--- src/rtl/assert_macros.svh ---
// assertion macros used by the position parser
`ifndef ASSERT_MACROS_SVH
`define ASSERT_MACROS_SVH

// condition must hold on every clock outside reset
`define ASSERT_ALWAYS(name, ck, rn, cond) \
	name: assert property (@(posedge ck) disable iff (!(rn)) (cond)) \
		else $error("assertion failed");

// same-cycle implication
`define ASSERT_IMPLIES(name, ck, rn, pre, post) \
	name: assert property (@(posedge ck) disable iff (!(rn)) (pre) |-> (post)) \
		else $error("assertion failed");

// next-cycle implication
`define ASSERT_NEXT(name, ck, rn, pre, post) \
	name: assert property (@(posedge ck) disable iff (!(rn)) (pre) |=> (post)) \
		else $error("assertion failed");

`endif

--- src/rtl/ngga_pkg.sv ---
// types, character codes and constants of the gga position parser
package ngga_pkg;

	// character codes
	localparam logic [7:0] CHAR_CR    = 8'h0D;
	localparam logic [7:0] CHAR_LF    = 8'h0A;
	localparam logic [7:0] CHAR_COMMA = 8'h2C;
	localparam logic [7:0] CHAR_POINT = 8'h2E;
	localparam logic [7:0] CHAR_ZERO  = 8'h30;
	localparam logic [7:0] CHAR_NINE  = 8'h39;
	localparam logic [7:0] CHAR_S     = 8'h53;
	localparam logic [7:0] CHAR_W     = 8'h57;

	// field numbers counted by commas from the line start
	localparam logic [2:0] FIELD_START   = 3'd0;
	localparam logic [2:0] FIELD_LAT     = 3'd2;
	localparam logic [2:0] FIELD_LAT_HEM = 3'd3;
	localparam logic [2:0] FIELD_LON     = 3'd4;
	localparam logic [2:0] FIELD_LON_HEM = 3'd5;
	localparam logic [2:0] FIELD_DONE    = 3'd6;

	// degree digit counts at the head of each coordinate field
	localparam logic [3:0] LAT_DEGREE_DIGITS = 4'd2;
	localparam logic [3:0] LON_DEGREE_DIGITS = 4'd3;
	localparam logic [3:0] CHARS_MAX         = 4'd15;

	// payload widths
	localparam int unsigned BYTE_W = 8;
	localparam int unsigned LAT_W  = 31;
	localparam int unsigned LON_W  = 32;

	// scaling and limits, 1e-7 degree units
	localparam logic [30:0] SCALE_31   = 31'd10000000;
	localparam logic [31:0] SCALE_32   = 32'd10000000;
	localparam logic [32:0] LAT_MAX    = 33'd900000000;
	localparam logic [32:0] LON_MAX    = 33'd1800000000;
	localparam logic signed [31:0] LON_LIMIT = 32'sd1800000000;
	localparam logic signed [30:0] LAT_LIMIT = 31'sd900000000;

	// floor(2^32 / 15), quotient estimate is low by at most one
	localparam logic [28:0] RECIP_15 = 29'd286331153;
	localparam logic [28:0] FIFTEEN  = 29'd15;
	localparam logic [2:0]  POW_IDX_MAX = 3'd7;

	// powers of ten up to ten million
	localparam logic [23:0] POW10_TABLE [8] = '{
		24'd1, 24'd10, 24'd100, 24'd1000, 24'd10000, 24'd100000,
		24'd1000000, 24'd10000000
	};

	// accumulator snapshot taken at the comma closing a hemisphere field
	typedef struct packed {
		logic       is_lon;
		logic       neg;
		logic [7:0] degree;
		logic [6:0] minute_whole;
	} ngga_job_t;

	// finished signed coordinate leaving the arithmetic pipeline
	typedef struct packed {
		logic               is_lon;
		logic signed [31:0] value;
	} ngga_coord_t;

	// elaboration-time power of ten
	function automatic int unsigned pow10_of(input int unsigned n);
		int unsigned v;
		v = 1;
		for (int unsigned i = 0; i < n; i++) begin
			v = v * 10;
		end
		return v;
	endfunction

endpackage

--- src/rtl/ngga_byte_if.sv ---
// character channel carrying one byte of the response line per request
interface ngga_byte_if;
	import ngga_pkg::*;

	logic              valid;
	logic              ready;
	logic [BYTE_W-1:0] data_byte;

	modport source(output valid, output data_byte, input ready);
	modport sink(input valid, input data_byte, output ready);
endinterface

--- src/rtl/ngga_pos_if.sv ---
// position channel carrying one latitude and longitude pair per request
interface ngga_pos_if;
	import ngga_pkg::*;

	logic                    valid;
	logic                    ready;
	logic signed [LAT_W-1:0] latitude;
	logic signed [LON_W-1:0] longitude;

	modport source(output valid, output latitude, output longitude, input ready);
	modport sink(input valid, input latitude, input longitude, output ready);
endinterface

--- src/rtl/ngga_coord.sv ---
// three-stage pipeline turning degree and minute sums into signed 1e-7 degrees
module ngga_coord #(
	parameter int unsigned MINUTE_FRACTION_DIGITS = 5
) (
	input  logic                    clk,
	input  logic                    arst_n,
	input  logic                    push_valid,
	output logic                    push_ready,
	input  ngga_pkg::ngga_job_t     push_job,
	input  logic [$clog2(ngga_pkg::pow10_of(MINUTE_FRACTION_DIGITS))-1:0] push_frac,
	input  logic [$clog2(MINUTE_FRACTION_DIGITS+1)-1:0]                   push_seen,
	output logic                    res_valid,
	input  logic                    res_ready,
	output ngga_pkg::ngga_coord_t   res
);
	import ngga_pkg::*;

	localparam int unsigned FRAC_W = $clog2(pow10_of(MINUTE_FRACTION_DIGITS));
	localparam int unsigned SEEN_W = $clog2(MINUTE_FRACTION_DIGITS + 1);

	// stage registers
	logic              valid_s1, valid_s2, valid_s3;
	ngga_job_t         job_s1;
	logic [FRAC_W-1:0] frac_s1;
	logic [SEEN_W-1:0] seen_s1;
	logic [28:0]       x_s2, x_s3;
	logic [31:0]       deg_s2, deg_s3;
	logic              neg_s2, neg_s3, lon_s2, lon_s3;
	logic [24:0]       q_s3;

	logic ready2, ready3;

	// stage 1 arithmetic
	logic [2:0]         pow_idx;
	logic [23:0]        pow_sel;
	logic [FRAC_W+23:0] frac_prod;
	logic [30:0]        whole_term;
	logic [30:0]        minute_n;
	logic [31:0]        deg_term;

	// stage 2 arithmetic
	logic [57:0] recip_prod;

	// stage 3 arithmetic
	logic [28:0] q_times_15;
	logic [28:0] rem;
	logic [24:0] q_fix;
	logic [32:0] mag_raw;
	logic [32:0] mag_lim;
	logic [32:0] mag_clip;
	logic [31:0] mag32;

	// backward ready chain
	assign ready3     = !valid_s3 || res_ready;
	assign ready2     = !valid_s2 || ready3;
	assign push_ready = !valid_s1 || ready2;

	// minutes scaled to 1e-7 minute and degrees scaled to 1e-7 degree
	always_comb begin
		pow_idx    = POW_IDX_MAX - 3'(seen_s1);
		pow_sel    = POW10_TABLE[pow_idx];
		frac_prod  = (FRAC_W+24)'(frac_s1) * (FRAC_W+24)'(pow_sel);
		whole_term = 31'(job_s1.minute_whole) * SCALE_31;
		minute_n   = whole_term + 31'(frac_prod[23:0]);
		deg_term   = 32'(job_s1.degree) * SCALE_32;
	end

	// x_s2 holds the minute sum divided by four; divide by fifteen through a reciprocal
	assign recip_prod = 58'(x_s2) * 58'(RECIP_15);

	// quotient correction, degree add, clipping and sign
	always_comb begin
		q_times_15 = {q_s3, 4'b0000} - {4'b0000, q_s3};
		rem        = x_s3 - q_times_15;
		q_fix      = q_s3 + 25'(rem >= FIFTEEN);
		mag_raw    = {1'b0, deg_s3} + 33'(q_fix);
		mag_lim    = lon_s3 ? LON_MAX : LAT_MAX;
		mag_clip   = (mag_raw > mag_lim) ? mag_lim : mag_raw;
		mag32      = {1'b0, mag_clip[30:0]};
		res.is_lon = lon_s3;
		res.value  = neg_s3 ? $signed(32'd0 - mag32) : $signed(mag32);
	end

	assign res_valid = valid_s3;

	// stage valid flags
	always_ff @(posedge clk or negedge arst_n) begin
		if (!arst_n) begin
			valid_s1 <= 1'b0;
			valid_s2 <= 1'b0;
			valid_s3 <= 1'b0;
		end else begin
			if (push_ready) valid_s1 <= push_valid;
			if (ready2)     valid_s2 <= valid_s1;
			if (ready3)     valid_s3 <= valid_s2;
		end
	end

	// stage payloads
	always_ff @(posedge clk) begin
		if (push_ready && push_valid) begin
			job_s1  <= push_job;
			frac_s1 <= push_frac;
			seen_s1 <= push_seen;
		end
		if (ready2 && valid_s1) begin
			x_s2   <= minute_n[30:2];
			deg_s2 <= deg_term;
			neg_s2 <= job_s1.neg;
			lon_s2 <= job_s1.is_lon;
		end
		if (ready3 && valid_s2) begin
			q_s3   <= recip_prod[56:32];
			x_s3   <= x_s2;
			deg_s3 <= deg_s2;
			neg_s3 <= neg_s2;
			lon_s3 <= lon_s2;
		end
	end

endmodule

--- src/rtl/nmea_gga_position_parser.sv ---
// GGA position parser: comma-counting front end, output register and checks
//
// Usage: feed the GGA response line one ASCII character per request on the
// chars channel. Commas are counted from the line start; CR or LF restarts
// the count. Field 2 and 3 give latitude and its hemisphere, field 4 and 5
// longitude and its hemisphere. At the comma that closes field 5 one request
// leaves on the position channel: signed latitude and longitude in 1e-7
// degree, south and west negative, rounded toward zero.
// Throughput: one character per cycle while chars.ready is high; it drops
// when the arithmetic stages back up. The snapshot taken at the closing comma
// passes the three arithmetic stages (minute scaling and degree multiply,
// reciprocal multiply by 1/15, correction and clipping) to the output register.
// Reset clears the field count, the accumulators, the held latitude and all
// stage valid flags; no clearing pass is needed.
// Stall: a finished position waits in the output register while characters
// keep flowing; up to three further coordinates queue in the stages before
// chars.ready drops.
`include "assert_macros.svh"

module nmea_gga_position_parser #(
	parameter int unsigned MINUTE_FRACTION_DIGITS = 5
) (
	input logic         clk,
	input logic         arst_n,
	ngga_byte_if.sink   chars,
	ngga_pos_if.source  position
);
	import ngga_pkg::*;

	localparam int unsigned FRAC_W = $clog2(pow10_of(MINUTE_FRACTION_DIGITS));
	localparam int unsigned SEEN_W = $clog2(MINUTE_FRACTION_DIGITS + 1);

	// parser state
	logic [2:0]        field_q, field_d;
	logic [3:0]        chars_q, chars_d;
	logic [7:0]        deg_q, deg_d;
	logic [6:0]        whole_q, whole_d;
	logic [FRAC_W-1:0] frac_q, frac_d;
	logic [SEEN_W-1:0] seen_q, seen_d;
	logic              point_q, point_d;
	logic              neg_q, neg_d;

	// latitude hold and output register
	logic signed [LAT_W-1:0] lat_hold_q;
	logic                    out_valid_q;
	logic signed [LAT_W-1:0] lat_q;
	logic signed [LON_W-1:0] lon_q;

	logic        accept;
	logic [7:0]  b;
	logic        is_eol, is_comma, is_digit;
	logic [3:0]  digit;
	logic [3:0]  deg_digits;
	logic [11:0] deg_mul;
	logic [10:0] whole_mul;
	logic [2:0]  field_inc;

	logic        push_valid, push_ready;
	ngga_job_t   push_job;
	logic        res_valid, res_ready;
	ngga_coord_t res;
	logic        out_load;

	assign b        = chars.data_byte;
	assign accept   = chars.valid && chars.ready;
	assign is_eol   = (b == CHAR_CR) || (b == CHAR_LF);
	assign is_comma = (b == CHAR_COMMA);
	assign is_digit = (b >= CHAR_ZERO) && (b <= CHAR_NINE);
	assign digit    = is_digit ? 4'(b - CHAR_ZERO) : 4'd0;

	// next parser state for one character
	always_comb begin
		field_d    = field_q;
		chars_d    = chars_q;
		deg_d      = deg_q;
		whole_d    = whole_q;
		frac_d     = frac_q;
		seen_d     = seen_q;
		point_d    = point_q;
		neg_d      = neg_q;
		deg_digits = (field_q == FIELD_LAT) ? LAT_DEGREE_DIGITS : LON_DEGREE_DIGITS;
		deg_mul    = 12'(deg_q) * 12'd10 + 12'(digit);
		whole_mul  = 11'(whole_q) * 11'd10 + 11'(digit);
		field_inc  = (field_q < FIELD_DONE) ? field_q + 3'd1 : field_q;
		if (is_eol) begin
			field_d = FIELD_START;
			chars_d = 4'd0;
			deg_d   = '0;
			whole_d = '0;
			frac_d  = '0;
			seen_d  = '0;
			point_d = 1'b0;
			neg_d   = 1'b0;
		end else if (is_comma) begin
			field_d = field_inc;
			chars_d = 4'd0;
			if (field_inc == FIELD_LAT || field_inc == FIELD_LON) begin
				deg_d   = '0;
				whole_d = '0;
				frac_d  = '0;
				seen_d  = '0;
				point_d = 1'b0;
				neg_d   = 1'b0;
			end
			if (field_inc == FIELD_LAT_HEM || field_inc == FIELD_LON_HEM) begin
				neg_d = 1'b0;
			end
		end else begin
			if (field_q == FIELD_LAT || field_q == FIELD_LON) begin
				// degree digits, then whole minutes, then fraction digits
				if (chars_q < deg_digits) begin
					deg_d = (deg_mul > 12'd255) ? 8'hFF : deg_mul[7:0];
				end else if (point_q) begin
					if (seen_q < SEEN_W'(MINUTE_FRACTION_DIGITS)) begin
						frac_d = frac_q * FRAC_W'(10) + FRAC_W'(digit);
						seen_d = seen_q + SEEN_W'(1);
					end
				end else if (b == CHAR_POINT) begin
					point_d = 1'b1;
				end else begin
					whole_d = (whole_mul > 11'd127) ? 7'h7F : whole_mul[6:0];
				end
			end else if (field_q == FIELD_LAT_HEM) begin
				neg_d = (chars_q == 4'd0) && (b == CHAR_S);
			end else if (field_q == FIELD_LON_HEM) begin
				neg_d = (chars_q == 4'd0) && (b == CHAR_W);
			end
			if (chars_q < CHARS_MAX) chars_d = chars_q + 4'd1;
		end
	end

	// snapshot for the arithmetic stages at a closing hemisphere comma
	assign push_valid = chars.valid && is_comma &&
		(field_q == FIELD_LAT_HEM || field_q == FIELD_LON_HEM);
	always_comb begin
		push_job.is_lon       = (field_q == FIELD_LON_HEM);
		push_job.neg          = neg_q;
		push_job.degree       = deg_q;
		push_job.minute_whole = whole_q;
	end
	assign chars.ready = push_ready;

	ngga_coord #(
		.MINUTE_FRACTION_DIGITS(MINUTE_FRACTION_DIGITS)
	) u_coord (
		.clk        (clk),
		.arst_n     (arst_n),
		.push_valid (push_valid),
		.push_ready (push_ready),
		.push_job   (push_job),
		.push_frac  (frac_q),
		.push_seen  (seen_q),
		.res_valid  (res_valid),
		.res_ready  (res_ready),
		.res        (res)
	);

	// latitude goes to the hold register, longitude needs the output register
	assign out_load  = !out_valid_q || position.ready;
	assign res_ready = !res.is_lon || out_load;

	// parser state registers
	always_ff @(posedge clk or negedge arst_n) begin
		if (!arst_n) begin
			field_q <= FIELD_START;
			chars_q <= 4'd0;
			deg_q   <= '0;
			whole_q <= '0;
			frac_q  <= '0;
			seen_q  <= '0;
			point_q <= 1'b0;
			neg_q   <= 1'b0;
		end else if (accept) begin
			field_q <= field_d;
			chars_q <= chars_d;
			deg_q   <= deg_d;
			whole_q <= whole_d;
			frac_q  <= frac_d;
			seen_q  <= seen_d;
			point_q <= point_d;
			neg_q   <= neg_d;
		end
	end

	// held latitude and output valid
	always_ff @(posedge clk or negedge arst_n) begin
		if (!arst_n) begin
			lat_hold_q  <= '0;
			out_valid_q <= 1'b0;
		end else begin
			if (res_valid && !res.is_lon) lat_hold_q <= res.value[LAT_W-1:0];
			if (out_load) out_valid_q <= res_valid && res.is_lon;
		end
	end

	// output payload
	always_ff @(posedge clk) begin
		if (out_load && res_valid && res.is_lon) begin
			lat_q <= lat_hold_q;
			lon_q <= res.value;
		end
	end

	assign position.valid     = out_valid_q;
	assign position.latitude  = lat_q;
	assign position.longitude = lon_q;

	// checks
	`ASSERT_NEXT(a_eol_restarts, clk, arst_n, accept && is_eol, field_q == FIELD_START && chars_q == 4'd0)
	`ASSERT_ALWAYS(a_field_bounded, clk, arst_n, field_q <= FIELD_DONE)
	`ASSERT_IMPLIES(a_lon_in_range, clk, arst_n, out_valid_q, lon_q <= LON_LIMIT && lon_q >= -LON_LIMIT)
	`ASSERT_IMPLIES(a_lat_in_range, clk, arst_n, out_valid_q, lat_q <= LAT_LIMIT && lat_q >= -LAT_LIMIT)

endmodule

--- src/flat_wrapper.sv ---
// flat-port wrapper written by rule: the top's interface ports become plain ports
module nmea_gga_position_parser_flat import ngga_pkg::*;
#(
	parameter int unsigned MINUTE_FRACTION_DIGITS = 5
)
  (clk, arst_n, chars_valid, chars_data_byte, chars_ready, position_valid, position_latitude, position_longitude, position_ready);
  ngga_byte_if chars_i ();
  ngga_pos_if position_i ();
  input logic clk;
  input logic arst_n;
  input wire logic [$bits(chars_i.valid)-1:0] chars_valid;
  input wire logic [$bits(chars_i.data_byte)-1:0] chars_data_byte;
  output wire logic [$bits(chars_i.ready)-1:0] chars_ready;
  output wire logic [$bits(position_i.valid)-1:0] position_valid;
  output wire logic [$bits(position_i.latitude)-1:0] position_latitude;
  output wire logic [$bits(position_i.longitude)-1:0] position_longitude;
  input wire logic [$bits(position_i.ready)-1:0] position_ready;
  assign chars_i.valid = chars_valid;
  assign chars_i.data_byte = chars_data_byte;
  assign chars_ready = chars_i.ready;
  assign position_valid = position_i.valid;
  assign position_latitude = position_i.latitude;
  assign position_longitude = position_i.longitude;
  assign position_i.ready = position_ready;
  nmea_gga_position_parser #(.MINUTE_FRACTION_DIGITS(MINUTE_FRACTION_DIGITS)) u_core (.clk(clk), .arst_n(arst_n), .chars(chars_i), .position(position_i));
endmodule
--- config.mk ---
export PLATFORM = sky130hd
export DESIGN_NAME = nmea_gga_position_parser_flat
export DESIGN_NICKNAME = d
export VERILOG_FILES = /design/src/rtl/ngga_pkg.sv /design/src/rtl/ngga_byte_if.sv /design/src/rtl/ngga_pos_if.sv /design/src/rtl/ngga_coord.sv /design/src/rtl/nmea_gga_position_parser.sv /design/src/flat_wrapper.sv
export VERILOG_INCLUDE_DIRS = /design/src /design/src/rtl
export SDC_FILE = /design/constraint.sdc
export NUM_CORES = 2
export LEC_CHECK = 0
export BUFFER_PORTS_ARGS = -buffer_cell sky130_fd_sc_hd__buf_2
export CORE_MARGIN = 2
export CORE_UTILIZATION = 39
export CTS_CLUSTER_DIAMETER = 80
export CTS_CLUSTER_SIZE = 28
export DETAILED_ROUTE_END_ITERATION = 7
export GPL_TIMING_DRIVEN = 0
export PLACE_DENSITY_LB_ADDON = 0.1
export SLEW_MARGIN = 10
export SYNTH_ARGS = -nofsm -noshare
export SYNTH_HDL_FRONTEND = slang
export SYNTH_SLANG_ARGS = --single-unit
--- constraint.sdc ---
create_clock -name clk -period 11.2 [get_ports clk]
set_input_delay 0.56 -clock clk [delete_from_list [all_inputs] [get_ports clk]]
set_output_delay 0.56 -clock clk [all_outputs]
set_load 0.005 [all_outputs]
Yosys cells after proc, flatten, opt, wreduce, memory -nomap -nowiden
Memories as Yosys holds them, arrays and structs flattened. Cells that the tools add are included.

Flip-flop bits (word level): 316. Memory bits (read-only): 192. Bits of input ports: 12. Output and inout port bits: 65. Word-level logic and storage cells: 182. Memories: 1.

Memories: (name not given) (depth 8, width 24, rd ports 1, clocked after Yosys merged registers in 0, write ports 0, line ngga_coord.sv:61) `pow_sel = POW10_TABLE[pow_idx];`.

Add/subtract/negate cells: 14. Multiply operators: 7. $lt $le $gt $ge: 11. Eq/ne operators: 20. Muxes and demuxes: 54. Bitwise gates (word level): 1. Reduce and logical (&&, ||, !) cells: 43.

Operators with widths (number): two-way mux 17 bit (7); two-way mux 31 bit (3); multiplier 29 x 29 -> 57 bit, second input constant (1); two-way mux 7 bit (8); two-way mux 24 bit (2); two-way mux 8 bit (6); adder 32 x 25 -> 33 bit (1); greater-than comparator 33 x 31 -> 1 bit (1); subtractor 1 x 31 -> 32 bit, first input constant (1); adder 31 x 24 -> 31 bit (1); two-way mux 3 bit (10); >= comparator 29 x 4 -> 1 bit, second input constant (1); subtractor 29 x 25 -> 29 bit (1); subtractor 29 bit (1); adder 25 x 1 -> 25 bit (1); multiplier 8 x 17 -> 25 bit, second input constant (1); multiplier 17 x 24 -> 24 bit (1); multiplier 7 x 17 -> 24 bit, second input constant (1); adder 17 x 4 -> 17 bit (1); multiplier 17 x 3 -> 16 bit, second input constant (1); equality test 8 x 4 -> 1 bit, second input constant (2); equality test 8 x 6 -> 1 bit, second input constant (2); equality test 8 x 7 -> 1 bit, second input constant (2); two-way mux 4 bit (4); other kinds (34) (90).

Longest topological paths before layout
Word-level depth: 12. Mapped depth: 52. Depth with buffers taken out: 46.

Hierarchy
Synthesis repeated with hierarchy kept, for this count alone.

Cell total of the unflattened synthesis: 3761. Area, all modules: 37318.3 um^2.

Modules (own cells, without submodules): ngga_coord (times used 1, cells each 3144, area an instance 29981.3 um^2, seq. area each 5300.1 um^2); nmea_gga_position_parser (times used 1, cells each 617, area an instance 7337.0 um^2, seq. area each 3793.6 um^2).

Worst setup path before layout
No wires, ideal clock.

Path type: register -> register. From: reg u_core.u_coord.q_s3[2]. To: reg u_core.lat_hold_q[26]. Library setup time: 0.125 ns. Arrival time: 10.309 ns. Required time: 11.075 ns. Setup slack: 0.766 ns. Cell stages (with the launch flop): 52. Path buffers: 5. Period minus slack after synthesis: 10.434 ns. Cell sequence: edfxtp_1 -> clkbuf_1 -> inv_1 -> ha_1 -> inv_1 -> ha_1 -> nor2b_1 -> o21ai_0 -> a21oi_1 -> o211ai_1 -> a2111oi_0 -> or3_1 -> a2111oi_0 -> nor4_1 -> nand4_1 -> nor4_1 -> nand4_1 -> ha_1 -> [16 not listed] -> nor2_1 -> nand2_1 -> or4_1 -> nand3_1 -> nand4_1 -> mux2_2 -> a21oi_2 -> buf_6 -> buf_2 -> nand2_1 -> ha_1 -> clkbuf_1 -> nand4_1 -> o31a_1 -> or4_4 -> o31ai_2 -> xor2_1 -> mux2_2.

RTL lines: start: declaration (line ngga_coord.sv:29) `logic [24:0] q_s3;`; start signal: assignment (line ngga_coord.sv:113) `q_s3 <= recip_prod[56:32];`; end signal: assignment (line nmea_gga_position_parser.sv:191) `if (res_valid && !res.is_lon) lat_hold_q <= res.value[LAT_W-1:0];`; end: declaration (line nmea_gga_position_parser.sv:44) `logic signed [LAT_W-1:0] lat_hold_q;`.

Worst setup path after layout
From: reg u_core.u_coord.q_s3[4]. To: reg u_core.lat_hold_q[30].

Cells in the longest elaborated chain, start to end: 9.

Ends and longest elaborated chain: subtractor 29 x 25 -> 29 bit (line ngga_coord.sv:73) `q_times_15 = {q_s3, 4'b0000} - {4'b0000, q_s3};`; subtractor 29 bit (line ngga_coord.sv:74) `rem = x_s3 - q_times_15;`; >= comparator 29 x 4 -> 1 bit (line ngga_coord.sv:75) `q_fix = q_s3 + 25'(rem >= FIFTEEN);`; adder 25 x 1 -> 25 bit (*) (line ngga_coord.sv:75); adder 32 x 25 -> 33 bit (*) (line ngga_coord.sv:76) `mag_raw = {1'b0, deg_s3} + 33'(q_fix);`; greater-than comparator 33 x 31 -> 1 bit (line ngga_coord.sv:78) `mag_clip = (mag_raw > mag_lim) ? mag_lim : mag_raw;`; two-way mux 31 bit (*) (line ngga_coord.sv:78); subtractor 1 x 31 -> 32 bit (line ngga_coord.sv:81) `res.value = neg_s3 ? $signed(32'd0 - mag32) : $signed(mag32);`; two-way mux 31 bit (*) (line ngga_coord.sv:81).

Every way passes the cells marked *; elsewhere a longest branch is shown, timed or not. A chain may end at the register's enable or synchronous reset.

==> run_results.csv <==
group,metric,value,unit
floorplan,core-area,96600,um^2
placement,routabilityCongestion,0.908,
power,p_per_area,66.8,nW/um^2
sta,fmax,93.3,MHz
sta,finalWorstPathRequiredPeriod,10710,ps
global_route,grt_util_all_layers,19.7,%
run_status,status,"finished clean",
sta,worst_pin_slew,950,ps
global_route,grt_pass1_vias,27300,
yosys,syn_area,38000,um^2
sta,maxSlewViolCount,0,
worst_setup_path,crit_path_frequent_cell,"nand4_1",
cts,ctsLongestPathBuffers,3,
floorplan,die_h,316,um
cts,cts_tree,"yes",
sta,holdWs,272,ps
cts,cts_root_buf,"clkbuf_16",
yosys,avgSynthCellArea,9.91,um^2
worst_setup_path,critPathArrivalTime,11230,ps
power,p_leak,20.2,nW
cts,cts.sinks,316,
yosys,ys_warn_count,0,
floorplan,num_io_pins,77,
worst_setup_path,max_stage_delay,610,ps
detailed_routing,dr_total_vias,26900,
detailed_routing,wirelength,96.9,mm
detailed_routing,drtPass1Iterations,5,
detailed_routing,viasPerCell,5.11,
placement,place_ws,-2260,ps
min_path,hold_class,"input pin to flip-flop",
detailed_routing,drt_iter0_drc,1153,
sta,worst_slack,486,ps
sta,setup_viol,0,
global_route,overflow,0,
detailed_routing,drc,0,
cells_and_area,nNetsFinal,4932,
worst_setup_path,slowest_stage,"or4_4",
yosys,synth-seq-cells,316,
worst_setup_path,endpoint_kind,"flip-flop",
cells_and_area,num_antenna_cells,0,
worst_setup_path,cp_max_fo,19,
job,maxCapViolations,0,
placement,port_buffers,76,
sta,period_share,95.7,%
worst_setup_path,required,11720,ps
cells_and_area,layout_common_cells,"inv_1, ha_1, fa_1",
sta,hold_viol,0,
global_route,grt_max_degree,64,
worst_setup_path,r2r_slack,490,ps
placement,dp_hpwl,81.1,mm
cells_and_area,mostFrequentLayoutCell,"inv_1",
sta,relSlewSlack,36.5,%
cts,numCtsBuffers,22,
floorplan,die_area,99900,um^2
yosys,syn_inst,3832,
yosys,synthFlopType,"edfxtp_1",
cts,path_clk_slew,100,ps
global_route,grt_pass1_wl,155,mm
cts,clock_latency,580,ps
global_route,antenna_found_initial,0,
worst_setup_path,worstSetupStartpointType,"flip-flop",
detailed_routing,drt.antenna.violating_nets,0,
yosys,yosysUniqueCellTypes,105,
yosys,synth_nets,4791,
floorplan,rows,114,
floorplan,initial_core_util,39.3,%
yosys,synth.area.top_cells,"fa_1, ha_1, edfxtp_1",
yosys,synth_top_area_share,19.6,%
power,vdd_drop_max,0.000118,V
detailed_routing,wl_per_cell,18.4,um
sta,clock_skew,33.0,ps
floorplan,die_x,316,um
cells_and_area,drive_gt1_share,8.27,%
cells_and_area,area_growth_syn_to_layout,10.2,%
worst_setup_path,timing_worst_setup_path_type,"flip-flop to flip-flop",
cts,htree_levels,1,
yosys,synth-edff-count,237,
yosys,ys_async_sr_fraction,25.0,%
yosys,ys_seq_area_share,23.9,%
yosys,yosysTopAreaCell,"fa_1",
-- synth_stat cells (7+ instances only) --
master,n
inv_1,680
ha_1,576
fa_1,371
nand2_1,304
edfxtp_1,237
xnor2_1,162
nor2_1,143
a21oi_1,136
o21ai_0,120
a21o_1,83
and2_1,80
dfrtp_1,79
and3_1,67
nand3_1,66
xor2_1,62
clkbuf_1,58
nor3_1,57
nand2b_1,39
nor2b_1,34
o211ai_1,29
a31oi_1,26
o21a_1,25
o31ai_1,25
nand4_1,23
mux2i_1,22
mux2_2,21
nor4_1,21
o21bai_1,21
or3_1,18
a211oi_1,17
or2_2,14
a2111oi_0,13
a211o_1,10
a21boi_0,10
o311ai_0,9
o31a_1,9
nor3b_1,8
o2111ai_1,7
o22ai_1,7
-- path summary, 6_finish.rpt --
kind                                           startpoint                   endpoint  cells after the start
max in group asynchronous                          arst_n       u_core.lat_hold_q[5]                      3
worst min register to register  u_core.u_coord.deg_s2[19]  u_core.u_coord.deg_s3[19]                      0
min in group asynchronous                          arst_n          u_core.field_q[0]                      2
worst max-delay path               u_core.u_coord.q_s3[4]      u_core.lat_hold_q[30]                     45
worst max register to register     u_core.u_coord.q_s3[4]      u_core.lat_hold_q[30]                     45
worst min-delay path                       position_ready      u_core.position.valid                      3
-- where the power goes --
| group | internal, mW | switching (mW) | leakage [nW] |
|---|---|---|---|
| sequential | 1.29 | 0.0529 | 3.31 |
| combinational | 0.218 | 0.270 | 16.5 |
| clock | 0.462 | 0.498 | 0.424 |
| total | 1.97 | 0.821 | 20.2 |
-- cell families after synthesis --
logic type                 share of synthesized area [%]
buffers and inverters                               7.71
muxes                                               1.20
and+or+nand+nor                                     11.9
AOI/OAI and AO/OA                                   11.5
DFF                                                 23.9
adders and majority gates                           38.5
xor gates and xnor gates                            5.21
-- worst max-delay path, delay by kind of cell, from the launching register on --
family / cells / cell delay [ps]
AND/OR/NAND/NOR: 21 / 4370
adder cells (fa/ha/maj): 7 / 2230
AO/OA/AOI/OAI: 9 / 2210
buffers and inverters: 5 / 650
XOR/XNOR: 2 / 490
flip-flops: 1 / 480
multiplexers: 1 / 200
-- metrics by stage --
stage	cell area, um^2	setup TNS [ps]	cells	power [mW]	utilization (%)
finish	41900	0	5265	2.79	43.3
global route	41900	-118	5265	2.96	43.3
CTS	41500	0	5252	2.84	42.9
detailed placement	40100	-88220	5191	1.87	41.6
global placement	40000	-95270	5184	1.86	41.4
floorplan	38000	0	3832	1.75	-
-- per-layer routing --
layer  part of all wire [%]  vias up  GRT usage (%)
met4                    1.8        0           3.31
met2                     48      376           33.5
met1                     48    13100           27.9
li1                       -    13300              -
met5                      0        -              0
met3                    2.8       67           1.51
-- timing repair --
action	CTS	global route
endpoints found under the setup margin	63	34
buffers inserted	23	16
hold endpoints to repair	39	0
pin swaps	19	31
resized for setup	61	61
hold buffers	1	0
-- state kept, by name (all words and copies together), names as in the netlist, 17 cells and up --
name and flops:
u_core.frac_q 17, u_core.lat_hold_q 31, u_core.position.latitude 31, u_core.position.longitude 32, u_core.u_coord.deg_s2 25, u_core.u_coord.deg_s3 25, u_core.u_coord.frac_s1 17, u_core.u_coord.job_s1 17
u_core.u_coord.q_s3 25, u_core.u_coord.x_s2 29, u_core.u_coord.x_s3 29
-- area by class of cell --
type                            instances  area (um^2)
Multi-Input combinational cell       2758        26500
Sequential cell                       316         9090
Fill cell                            9503        54700
Tap cell                             1276         1600
Clock buffer                           26          612
Buffer                                 71          369
Clock inverter                         14          288
Inverter                              681         2560
Timing Repair Buffer                  123          826
(Power assumes the default switching activity.)
